[src/ipv6_napt_header_extractor_assert.svh]
// ----------------------------------------------------------------------------
// ipv6 napt header extractor assertion macros
// shared property forms for the extractor modules, clocked on clk, off in reset
// ----------------------------------------------------------------------------
`ifndef IPV6_NAPT_HEADER_EXTRACTOR_ASSERT_SVH
`define IPV6_NAPT_HEADER_EXTRACTOR_ASSERT_SVH

// same-cycle implication
`define IPV6NH_ASSERT_IMPL(label, ante, cons) \
    label: assert property (@(posedge clk) disable iff (!rst_n) (ante) |-> (cons)) \
        else $error("ipv6nh assertion failed");

// next-cycle implication
`define IPV6NH_ASSERT_NEXT(label, ante, cons) \
    label: assert property (@(posedge clk) disable iff (!rst_n) (ante) |=> (cons)) \
        else $error("ipv6nh assertion failed");

`endif

[src/ipv6nh_pkg.sv]
// ----------------------------------------------------------------------------
// ipv6nh_pkg
// types, codes and helpers shared by the ipv6 next-header chain extractor
// ----------------------------------------------------------------------------
`timescale 1ns / 1ps
`default_nettype none

package ipv6nh_pkg;

    // byte offset counter width and its saturation value
    localparam int OFFSET_BITS = 16;
    typedef logic [OFFSET_BITS-1:0] offset_t;
    localparam offset_t OFF_MAX = '1;

    // width that holds a header start plus the longest extension header
    localparam int SUM_W = ((OFFSET_BITS > 11) ? OFFSET_BITS : 11) + 1;
    typedef logic [SUM_W-1:0] offset_sum_t;

    localparam int FIXED_LEN = 40;
    localparam int EXT_UNIT  = 8;

    // status codes
    localparam logic [2:0] ST_OK     = 3'd0;
    localparam logic [2:0] ST_FRAG   = 3'd1;
    localparam logic [2:0] ST_UNSUP  = 3'd2;
    localparam logic [2:0] ST_ICMP   = 3'd3;
    localparam logic [2:0] ST_BADERR = 3'd4;
    localparam logic [2:0] ST_TRUNC  = 3'd5;

    // next-header codes
    localparam logic [7:0] NH_HOP   = 8'd0;
    localparam logic [7:0] NH_TCP   = 8'd6;
    localparam logic [7:0] NH_UDP   = 8'd17;
    localparam logic [7:0] NH_ROUTE = 8'd43;
    localparam logic [7:0] NH_FRAG  = 8'd44;
    localparam logic [7:0] NH_ICMP  = 8'd58;
    localparam logic [7:0] NH_DEST  = 8'd60;

    // icmpv6 message types
    localparam logic [7:0] ICMP_ERR_MIN   = 8'd1;
    localparam logic [7:0] ICMP_ERR_MAX   = 8'd4;
    localparam logic [7:0] ICMP_ECHO_REQ  = 8'd128;
    localparam logic [7:0] ICMP_ECHO_REPL = 8'd129;

    // parse phases
    typedef enum logic [5:0] {
        PH_FIXED = 6'b000001,
        PH_EXT   = 6'b000010,
        PH_L4    = 6'b000100,
        PH_ICMP  = 6'b001000,
        PH_ERR   = 6'b010000,
        PH_DONE  = 6'b100000
    } phase_t;

    // one input beat
    typedef struct packed {
        logic [7:0] data_byte;
        logic       direction;
        logic       last_byte;
    } in_beat_t;

    // one result beat
    typedef struct packed {
        logic [2:0]  status;
        logic [7:0]  protocol;
        logic [15:0] l4_offset;
        logic [63:0] address_hi;
        logic [63:0] address_lo;
        logic [15:0] port_or_id;
        logic [15:0] peer_port;
    } out_beat_t;

    // icmpv6 error message types
    function automatic logic is_error_type(input logic [7:0] t);
        return (t >= ICMP_ERR_MIN) && (t <= ICMP_ERR_MAX);
    endfunction

endpackage

`default_nettype wire

[src/ipv6nh_parser.sv]
// ----------------------------------------------------------------------------
// ipv6nh_parser
// per-byte next-header chain walker; gives the packet result on the last beat
// ----------------------------------------------------------------------------
`timescale 1ns / 1ps
`default_nettype none

`include "ipv6_napt_header_extractor_assert.svh"

module ipv6nh_parser (
    input  wire logic                clk,
    input  wire logic                rst_n,
    input  wire logic                beat_en,
    input  wire ipv6nh_pkg::in_beat_t beat,
    output logic                     res_valid,
    output ipv6nh_pkg::out_beat_t    res
);

    ipv6nh_pkg::offset_t pos_reg, pos_next;
    ipv6nh_pkg::offset_t hstart_reg, hstart_next;
    logic [7:0]          pnh_reg, pnh_next;
    ipv6nh_pkg::phase_t  phase_reg, phase_next;
    logic                dir_reg, dir_next;
    logic [127:0]        osrc_reg, osrc_next;
    logic [127:0]        odst_reg, odst_next;
    logic [127:0]        isrc_reg, isrc_next;
    logic [7:0]          mtype_reg, mtype_next;
    logic [7:0]          inh_reg, inh_next;
    logic [15:0]         port1_reg, port1_next;
    logic [15:0]         port2_reg, port2_next;
    logic [2:0]          verdict_reg, verdict_next;
    logic [7:0]          fproto_reg, fproto_next;
    ipv6nh_pkg::offset_t foff_reg, foff_next;

    ipv6nh_pkg::offset_t     rel;
    ipv6nh_pkg::offset_sum_t ext_sum;
    ipv6nh_pkg::offset_t     ext_start;
    logic                    is_early;
    logic                    do_dispatch;
    logic [7:0]              b;

    // next state for one beat
    always_comb
    begin
        pos_next     = pos_reg;
        hstart_next  = hstart_reg;
        pnh_next     = pnh_reg;
        phase_next   = phase_reg;
        osrc_next    = osrc_reg;
        odst_next    = odst_reg;
        isrc_next    = isrc_reg;
        mtype_next   = mtype_reg;
        inh_next     = inh_reg;
        port1_next   = port1_reg;
        port2_next   = port2_reg;
        verdict_next = verdict_reg;
        fproto_next  = fproto_reg;
        foff_next    = foff_reg;
        do_dispatch  = 1'b0;
        b            = beat.data_byte;

        dir_next  = (pos_reg == '0) ? beat.direction : dir_reg;
        rel       = pos_reg - hstart_reg;
        is_early  = pos_reg < hstart_reg;
        ext_sum   = ipv6nh_pkg::offset_sum_t'(hstart_reg)
                  + (ipv6nh_pkg::offset_sum_t'(b) + ipv6nh_pkg::offset_sum_t'(1))
                  * ipv6nh_pkg::offset_sum_t'(ipv6nh_pkg::EXT_UNIT);
        ext_start = (ext_sum > ipv6nh_pkg::offset_sum_t'(ipv6nh_pkg::OFF_MAX))
                  ? ipv6nh_pkg::OFF_MAX : ext_sum[ipv6nh_pkg::OFFSET_BITS-1:0];

        if (pos_reg != ipv6nh_pkg::OFF_MAX)
        begin
            pos_next = pos_reg + ipv6nh_pkg::offset_t'(1);

            unique case (phase_reg)
                ipv6nh_pkg::PH_FIXED:
                begin
                    if (pos_reg == ipv6nh_pkg::offset_t'(6))
                        pnh_next = b;
                    else if (pos_reg >= ipv6nh_pkg::offset_t'(8)
                             && pos_reg < ipv6nh_pkg::offset_t'(24))
                        osrc_next = {osrc_reg[119:0], b};
                    else if (pos_reg >= ipv6nh_pkg::offset_t'(24)
                             && pos_reg < ipv6nh_pkg::offset_t'(ipv6nh_pkg::FIXED_LEN))
                        odst_next = {odst_reg[119:0], b};
                    if (pos_reg == ipv6nh_pkg::offset_t'(ipv6nh_pkg::FIXED_LEN - 1))
                    begin
                        hstart_next = ipv6nh_pkg::offset_t'(ipv6nh_pkg::FIXED_LEN);
                        do_dispatch = 1'b1;
                    end
                end
                ipv6nh_pkg::PH_EXT:
                begin
                    if (!is_early)
                    begin
                        if (rel == ipv6nh_pkg::offset_t'(0))
                            pnh_next = b;
                        else if (rel == ipv6nh_pkg::offset_t'(1))
                        begin
                            hstart_next = ext_start;
                            do_dispatch = 1'b1;
                        end
                    end
                end
                ipv6nh_pkg::PH_L4:
                begin
                    if (!is_early)
                    begin
                        if (rel < ipv6nh_pkg::offset_t'(2))
                            port1_next = {port1_reg[7:0], b};
                        else if (rel < ipv6nh_pkg::offset_t'(4))
                            port2_next = {port2_reg[7:0], b};
                        if (rel == ipv6nh_pkg::offset_t'(3))
                        begin
                            verdict_next = ipv6nh_pkg::ST_OK;
                            phase_next   = ipv6nh_pkg::PH_DONE;
                        end
                    end
                end
                ipv6nh_pkg::PH_ICMP:
                begin
                    if (!is_early)
                    begin
                        if (rel == ipv6nh_pkg::offset_t'(0))
                        begin
                            mtype_next = b;
                            if (!(ipv6nh_pkg::is_error_type(b)
                                  || b == ipv6nh_pkg::ICMP_ECHO_REQ
                                  || b == ipv6nh_pkg::ICMP_ECHO_REPL))
                            begin
                                verdict_next = ipv6nh_pkg::ST_ICMP;
                                phase_next   = ipv6nh_pkg::PH_DONE;
                            end
                        end
                        else if (rel == ipv6nh_pkg::offset_t'(4)
                                 || rel == ipv6nh_pkg::offset_t'(5))
                        begin
                            port1_next = {port1_reg[7:0], b};
                            if (rel == ipv6nh_pkg::offset_t'(5))
                            begin
                                if (dir_reg && ipv6nh_pkg::is_error_type(mtype_reg))
                                    phase_next = ipv6nh_pkg::PH_ERR;
                                else
                                begin
                                    verdict_next = ipv6nh_pkg::ST_OK;
                                    phase_next   = ipv6nh_pkg::PH_DONE;
                                end
                            end
                        end
                    end
                end
                ipv6nh_pkg::PH_ERR:
                begin
                    // quoted inner packet starts 8 bytes into the icmp header
                    if (rel == ipv6nh_pkg::offset_t'(14))
                    begin
                        inh_next = b;
                        if (b == ipv6nh_pkg::NH_TCP || b == ipv6nh_pkg::NH_UDP)
                            fproto_next = b;
                        else if (b != ipv6nh_pkg::NH_ICMP)
                        begin
                            verdict_next = ipv6nh_pkg::ST_BADERR;
                            phase_next   = ipv6nh_pkg::PH_DONE;
                        end
                    end
                    else if (rel >= ipv6nh_pkg::offset_t'(16)
                             && rel < ipv6nh_pkg::offset_t'(32))
                        isrc_next = {isrc_reg[119:0], b};
                    else if (inh_reg == ipv6nh_pkg::NH_ICMP
                             && (rel == ipv6nh_pkg::offset_t'(52)
                                 || rel == ipv6nh_pkg::offset_t'(53)))
                    begin
                        port1_next = {port1_reg[7:0], b};
                        if (rel == ipv6nh_pkg::offset_t'(53))
                        begin
                            verdict_next = ipv6nh_pkg::ST_OK;
                            phase_next   = ipv6nh_pkg::PH_DONE;
                        end
                    end
                    else if (inh_reg != ipv6nh_pkg::NH_ICMP
                             && (rel == ipv6nh_pkg::offset_t'(48)
                                 || rel == ipv6nh_pkg::offset_t'(49)))
                    begin
                        port1_next = {port1_reg[7:0], b};
                        if (rel == ipv6nh_pkg::offset_t'(49))
                        begin
                            verdict_next = ipv6nh_pkg::ST_OK;
                            phase_next   = ipv6nh_pkg::PH_DONE;
                        end
                    end
                end
                default:
                begin
                    // finished: remaining bytes are ignored
                end
            endcase

            // act on the pending next header at the new header start
            if (do_dispatch)
            begin
                case (pnh_reg) inside
                    ipv6nh_pkg::NH_HOP, ipv6nh_pkg::NH_ROUTE, ipv6nh_pkg::NH_DEST:
                        phase_next = ipv6nh_pkg::PH_EXT;
                    ipv6nh_pkg::NH_FRAG:
                    begin
                        verdict_next = ipv6nh_pkg::ST_FRAG;
                        phase_next   = ipv6nh_pkg::PH_DONE;
                    end
                    ipv6nh_pkg::NH_TCP, ipv6nh_pkg::NH_UDP:
                    begin
                        fproto_next = pnh_reg;
                        foff_next   = hstart_next;
                        phase_next  = ipv6nh_pkg::PH_L4;
                    end
                    ipv6nh_pkg::NH_ICMP:
                    begin
                        fproto_next = pnh_reg;
                        foff_next   = hstart_next;
                        phase_next  = ipv6nh_pkg::PH_ICMP;
                    end
                    default:
                    begin
                        verdict_next = ipv6nh_pkg::ST_UNSUP;
                        phase_next   = ipv6nh_pkg::PH_DONE;
                    end
                endcase
            end
        end
    end

    // result assembly on the last beat
    always_comb
    begin
        res_valid = beat_en && beat.last_byte;
        res       = '0;
        res.status = verdict_next;
        if (verdict_next == ipv6nh_pkg::ST_OK)
        begin
            res.protocol  = fproto_next;
            res.l4_offset = 16'(foff_next);
            if (dir_next && foff_next != '0 && ipv6nh_pkg::is_error_type(mtype_next))
            begin
                res.address_hi = isrc_next[127:64];
                res.address_lo = isrc_next[63:0];
                res.port_or_id = port1_next;
            end
            else if (!dir_next)
            begin
                res.address_hi = osrc_next[127:64];
                res.address_lo = osrc_next[63:0];
                res.port_or_id = port1_next;
                if (fproto_next != ipv6nh_pkg::NH_ICMP)
                    res.peer_port = port2_next;
            end
            else
            begin
                res.address_hi = odst_next[127:64];
                res.address_lo = odst_next[63:0];
                res.port_or_id = (fproto_next == ipv6nh_pkg::NH_ICMP) ? port1_next : port2_next;
            end
        end
    end

    // control state, back to its packet-start values after each last beat
    always_ff @(posedge clk or negedge rst_n)
    begin
        if (!rst_n)
        begin
            pos_reg     <= '0;
            hstart_reg  <= '0;
            pnh_reg     <= '0;
            phase_reg   <= ipv6nh_pkg::PH_FIXED;
            dir_reg     <= 1'b0;
            mtype_reg   <= '0;
            inh_reg     <= '0;
            verdict_reg <= ipv6nh_pkg::ST_TRUNC;
            fproto_reg  <= '0;
            foff_reg    <= '0;
        end
        else if (beat_en)
        begin
            if (beat.last_byte)
            begin
                pos_reg     <= '0;
                hstart_reg  <= '0;
                pnh_reg     <= '0;
                phase_reg   <= ipv6nh_pkg::PH_FIXED;
                dir_reg     <= 1'b0;
                mtype_reg   <= '0;
                inh_reg     <= '0;
                verdict_reg <= ipv6nh_pkg::ST_TRUNC;
                fproto_reg  <= '0;
                foff_reg    <= '0;
            end
            else
            begin
                pos_reg     <= pos_next;
                hstart_reg  <= hstart_next;
                pnh_reg     <= pnh_next;
                phase_reg   <= phase_next;
                dir_reg     <= dir_next;
                mtype_reg   <= mtype_next;
                inh_reg     <= inh_next;
                verdict_reg <= verdict_next;
                fproto_reg  <= fproto_next;
                foff_reg    <= foff_next;
            end
        end
    end

    // captured addresses and ports, always fully rewritten before use
    always_ff @(posedge clk)
    begin
        if (beat_en)
        begin
            osrc_reg  <= osrc_next;
            odst_reg  <= odst_next;
            isrc_reg  <= isrc_next;
            port1_reg <= port1_next;
            port2_reg <= port2_next;
        end
    end

    `IPV6NH_ASSERT_NEXT(a_restart_after_last, beat_en && beat.last_byte,
        pos_reg == '0 && phase_reg == ipv6nh_pkg::PH_FIXED)
    `IPV6NH_ASSERT_IMPL(a_verdict_means_done, verdict_reg != ipv6nh_pkg::ST_TRUNC,
        phase_reg == ipv6nh_pkg::PH_DONE)
    `IPV6NH_ASSERT_IMPL(a_ok_protocol, res_valid && res.status == ipv6nh_pkg::ST_OK,
        res.protocol == ipv6nh_pkg::NH_TCP || res.protocol == ipv6nh_pkg::NH_UDP
        || res.protocol == ipv6nh_pkg::NH_ICMP)

endmodule

`default_nettype wire

[src/ipv6_napt_header_extractor.sv]
// ----------------------------------------------------------------------------
// ipv6_napt_header_extractor
// walks the ipv6 extension header chain of a byte stream and reports the
// transport protocol, offset, address and ports of each packet
// ----------------------------------------------------------------------------
//   channel   dir   handshake                      beat
//   byte      in    byte_valid / byte_ready        in_beat_t, one packet byte
//   result    out   result_valid / result_ready    out_beat_t, one per packet
//
// one byte per cycle while byte_ready is high; the parse is one pass of compare logic
// the result of a packet is registered into the output stage from its last byte
// a two-entry output stage (result register and skid) keeps bytes flowing
// while a result waits; byte_ready drops only when both entries are full
// reset returns the parser to the start of a packet with no result pending
`timescale 1ns / 1ps
`default_nettype none

`include "ipv6_napt_header_extractor_assert.svh"

module ipv6_napt_header_extractor (
    input  wire logic                 clk,
    input  wire logic                 rst_n,
    input  wire logic                 byte_valid,
    output logic                      byte_ready,
    input  wire ipv6nh_pkg::in_beat_t byte_beat,
    output logic                      result_valid,
    input  wire logic                 result_ready,
    output ipv6nh_pkg::out_beat_t     result_beat
);

    logic                  beat_en;
    logic                  res_valid;
    ipv6nh_pkg::out_beat_t res;

    logic                  out_valid_reg, out_valid_next;
    ipv6nh_pkg::out_beat_t out_data_reg, out_data_next;
    logic                  skid_valid_reg, skid_valid_next;
    ipv6nh_pkg::out_beat_t skid_data_reg, skid_data_next;

    assign byte_ready   = !skid_valid_reg;
    assign beat_en      = byte_valid && byte_ready;
    assign result_valid = out_valid_reg;
    assign result_beat  = out_data_reg;

    ipv6nh_parser u_parser (
        .clk       (clk),
        .rst_n     (rst_n),
        .beat_en   (beat_en),
        .beat      (byte_beat),
        .res_valid (res_valid),
        .res       (res)
    );

    // output register with skid entry
    always_comb
    begin
        out_valid_next  = out_valid_reg;
        out_data_next   = out_data_reg;
        skid_valid_next = skid_valid_reg;
        skid_data_next  = skid_data_reg;
        if (out_valid_reg && result_ready)
        begin
            if (skid_valid_reg)
            begin
                out_data_next   = skid_data_reg;
                skid_valid_next = 1'b0;
            end
            else if (res_valid)
                out_data_next = res;
            else
                out_valid_next = 1'b0;
        end
        else if (!out_valid_reg)
        begin
            out_valid_next = res_valid;
            out_data_next  = res;
        end
        else if (res_valid)
        begin
            skid_valid_next = 1'b1;
            skid_data_next  = res;
        end
    end

    always_ff @(posedge clk or negedge rst_n)
    begin
        if (!rst_n)
        begin
            out_valid_reg  <= 1'b0;
            skid_valid_reg <= 1'b0;
        end
        else
        begin
            out_valid_reg  <= out_valid_next;
            skid_valid_reg <= skid_valid_next;
        end
    end

    always_ff @(posedge clk)
    begin
        out_data_reg  <= out_data_next;
        skid_data_reg <= skid_data_next;
    end

    `IPV6NH_ASSERT_IMPL(a_skid_needs_main, skid_valid_reg, out_valid_reg)
    `IPV6NH_ASSERT_NEXT(a_skid_fills, res_valid && out_valid_reg && !result_ready,
        skid_valid_reg)
    `IPV6NH_ASSERT_IMPL(a_reject_clears_fields,
        out_valid_reg && out_data_reg.status != ipv6nh_pkg::ST_OK,
        out_data_reg.protocol == '0 && out_data_reg.l4_offset == '0
        && out_data_reg.address_hi == '0 && out_data_reg.address_lo == '0
        && out_data_reg.port_or_id == '0 && out_data_reg.peer_port == '0)

endmodule

`default_nettype wire
[config.mk]
export PLATFORM = sky130hd
export DESIGN_NAME = ipv6_napt_header_extractor
export DESIGN_NICKNAME = d
export VERILOG_FILES = /design/src/ipv6nh_pkg.sv /design/src/ipv6nh_parser.sv /design/src/ipv6_napt_header_extractor.sv
export VERILOG_INCLUDE_DIRS = /design/src /design/src/src
export SDC_FILE = /design/constraint.sdc
export NUM_CORES = 2
export LEC_CHECK = 0
export ABC_AREA = 1
export BUFFER_PORTS_ARGS = -buffer_cell sky130_fd_sc_hd__buf_2
export CORE_UTILIZATION = 55
export DETAILED_ROUTE_END_ITERATION = 10
export PLACE_DENSITY_LB_ADDON = 0.05
export SKIP_CTS_REPAIR_TIMING = 1
export SYNTH_ARGS = -nofsm -noshare
export SYNTH_HDL_FRONTEND = slang
export SYNTH_SLANG_ARGS = --single-unit
[constraint.sdc]
create_clock -name clk -period 25.6 [get_ports clk]
set_input_delay 2.56 -clock clk [delete_from_list [all_inputs] [get_ports clk]]
set_output_delay 2.56 -clock clk [all_outputs]
set_load 0.1 [all_outputs]
==> metrics.txt <==
Final Net Count 4775; number of cells produced by synthesis between 4000 and 5000; maximum cell stage delay along the critical path 1.03 ns; detailed-router iteration count before antenna repair 6; number of different library cells in the post-synthesis netlist 57; number of warnings printed during yosys synthesis 0; achievable frequency 115.1 MHz; number of clock buffers inserted by TritonCTS 94; Max-Slew Margin vs Limit 13.73%; sum of negative setup slack 0 ns; clock tree from TritonCTS done; count of flip-flops with a built-in enable after synthesis 790; total core area 77980 µm²; gp weighted congestion around 0.9; worst setup slack after layout 16.91 ns; startpoint class of the critical path primary input; required time worst endpoint 26.08 ns; clock net sink count 882; share of synthesized flip-flops with an asynchronous set or reset 10.43%; overall via count from detail_route 33210; Placed Area 45360 µm²; H-Tree Depth 3; critical path arrival roughly 9.2 ns; IR drop worst, VDD 0.04782 mV; Die Span X 283.6 µm; die outline area just over 80000 µm²; area of combinational cells with multiple inputs 14520 µm²; slowest CP cell sky130_fd_sc_hd__nand2_4; CP Max Fanout 91; total count of max-transition violations in the final report 0; post-route clock period utilization between 30% and 40%; Vias per Instance 5.685; Final Power 2.930 mW; total of endpoints with negative setup slack in the final report 0; number of port buffers approximately 200; status completed; die outline height 283.6 µm; final critical-path required period 8.686 ns; Synth area leader sky130_fd_sc_hd__edfxtp_1; I/O pin count 203; WL per Instance 20.12 µm; total wire length after detailed routing roughly 120000 µm; clock latency at the later pin of the worst-skew pair 0.66 ns; Syn-to-layout area delta 10.95%; Placed Instances 5670; DP Worst Slack approximately 16 ns; maximum number of pins on one net before global-route repair 253; post-synthesis instance area 43620 µm²; utilization after layout 62.07%; total of max-cap violations 0; Final ANT Viol Nets 0; Avg Cell Area, Syn 9.417 µm²; Clock Skew 0.02766 ns; starting utilization of the core area 55.94%; number of buffers on the longest clock path 3; final hold vios 0; prevailing post-synth register cell sky130_fd_sc_hd__edfxtp_1; number of filler instances in the final layout 6676; via count of the first global-routing pass about 32000; Hold Crit Class flip-flop to flip-flop; tightest hold margin 0.4906 ns; Layout Cells excl Fill 5842; sequential element share of the synthesized area 59.67%; overall fraction of global-route tracks in use between 20% and 30%; critical path's most frequent cell sky130_fd_sc_hd__nor2_1; Reg clk slew, reported paths about 0.06 ns; total half-perimeter wirelength after legalization and detailed placement around 74000 µm; Area contributors post-synth sky130_fd_sc_hd__edfxtp_1 (54%), sky130_fd_sc_hd__nand2_1 (8.1%), sky130_fd_sc_hd__dfrtp_1 (5.1%), sky130_fd_sc_hd__nor2_1 (5.0%), sky130_fd_sc_hd__inv_1 (4.9%); fraction of final layout cells sized beyond drive strength 1 approximately 11%; # rows between 100 and 150; setup repair after global routing missed its margin false; flop and latch count out of synthesis 882; area share of the largest cell type after synthesis 54.39%; DRT iter0 DRCs roughly 3600; number of DRC violations after detailed routing 0; Leakage 20.55 nW; Root Buffer Master sky130_fd_sc_hd__clkbuf_16; Worst-Margin Slew 1.294 ns; antenna violations before repair 2; register cell area after layout around 26000 µm²; sort of element at the end of the critical path flip-flop; nets in the synthesized netlist 4681; first-pass GRT wire length 181700 µm; kind of critical path primary input to flip-flop; PwrDens 60.54 nW/µm²; total overflow reported by the global router 0; fin area 48400 µm²
==> worst max-delay path, delay by kind of cell <==
kind	cells	cell delay (ns)
simple gates	16	3.46
fa+ha+maj	1	0.32
buf+inv	7	1.82
compound gates	4	0.70
xor+xnor	1	0.21
==> cells by family after synthesis <==
| logic type | after synthesis | synth area share [%] |
|---|---|---|
| AO/OA/AOI/OAI | 727 | 8.806 |
| flip-flops | 882 | 59.67 |
| XOR/XNOR | 18 | 0.3614 |
| multiplexers | 123 | 3.173 |
| buffers and inverters | 819 | 7.257 |
| adder cells (fa/ha/maj) | 35 | 1.038 |
| AND/OR/NAND/NOR | 2028 | 19.69 |
==> cells in the final DEF (no fill, tap or decap), drive strengths merged, types with 24 or more instances in the layout <==
cell,count
edfxtp,790
nand3,286
nor2,588
o22ai,24
clkbuf,121
clkinv,42
nor3,28
mux2,122
a21oi,244
nand4,152
dfrtp,89
nand2,946
buf,238
inv,578
o21ai,399
ha,33
==> synth_stat cells, types with 2 or more instances <==
cell type,count
sky130_fd_sc_hd__a211oi_1,5
sky130_fd_sc_hd__a21o_1,2
sky130_fd_sc_hd__a21oi_1,243
sky130_fd_sc_hd__a22o_1,16
sky130_fd_sc_hd__a22oi_1,9
sky130_fd_sc_hd__a31oi_1,5
sky130_fd_sc_hd__and2_1,4
sky130_fd_sc_hd__buf_1,3
sky130_fd_sc_hd__buf_2,58
sky130_fd_sc_hd__buf_6,2
sky130_fd_sc_hd__clkbuf_1,176
sky130_fd_sc_hd__clkinv_1,2
sky130_fd_sc_hd__dfrtp_1,89
sky130_fd_sc_hd__dfstp_2,3
sky130_fd_sc_hd__edfxtp_1,790
sky130_fd_sc_hd__fa_1,2
sky130_fd_sc_hd__ha_1,33
sky130_fd_sc_hd__inv_1,570
sky130_fd_sc_hd__inv_2,7
sky130_fd_sc_hd__mux2_2,122
sky130_fd_sc_hd__nand2_1,943
sky130_fd_sc_hd__nand2_4,2
sky130_fd_sc_hd__nand3_1,281
sky130_fd_sc_hd__nand3_2,5
sky130_fd_sc_hd__nand3b_1,3
sky130_fd_sc_hd__nand4_1,151
sky130_fd_sc_hd__nor2_1,580
sky130_fd_sc_hd__nor2_2,6
sky130_fd_sc_hd__nor3_1,26
sky130_fd_sc_hd__nor3_2,2
sky130_fd_sc_hd__nor3b_1,3
sky130_fd_sc_hd__nor4_1,13
sky130_fd_sc_hd__o211ai_1,12
sky130_fd_sc_hd__o21a_1,3
sky130_fd_sc_hd__o21ai_0,341
sky130_fd_sc_hd__o21ai_1,58
sky130_fd_sc_hd__o22ai_1,24
sky130_fd_sc_hd__o31ai_1,2
sky130_fd_sc_hd__o41ai_1,2
sky130_fd_sc_hd__xnor2_1,8
sky130_fd_sc_hd__xor2_1,10
==> final cells by class <==
class	instances	area share, %
flip-flops and latches	882	53.78
inverters	579	4.529
well taps	1040	2.689
diodes	1	0.005170
clock inverters	50	1.024
repair buffers	238	2.730
multi-input cells	2931	30.00
clock buffers	121	5.243
==> final timing paths <==
path                                                     start                                   to  slack, ns  cells past startpoint
setup reg to reg           u_parser.hstart_reg[11]$_DFFE_PN0P_            result_beat[39]$_DFFE_PP_      18.38                     25
max in group asynchronous                                rst_n  u_parser.hstart_reg[11]$_DFFE_PN0P_      22.50                      2
setup / recovery                                  byte_beat[2]            result_beat[39]$_DFFE_PP_      16.91                     29
hold / removal                 u_parser.pnh_reg[7]$_DFFE_PN0P_      u_parser.pnh_reg[7]$_DFFE_PN0P_       0.49                      2
min in group asynchronous                                rst_n    u_parser.mtype_reg[2]$_DFFE_PN0P_       1.93                      1
hold reg to reg                u_parser.pnh_reg[7]$_DFFE_PN0P_      u_parser.pnh_reg[7]$_DFFE_PN0P_       0.49                      2
==> power breakdown <==
part	leakage, nW	switching [mW]	internal, mW
Combinational	12.2	0.0166	0.00615
Sequential	6.91	0	1.55
Clock	1.48	0.580	0.781
==> layer usage <==
layer	global-route usage [%]	wire length (µm)
met5	0	13
met4	10.78	3961
met3	4.317	7615
met2	46.31	55300
met1	39.76	50680
No activity file was read; power rests on OpenSTA's default activity.
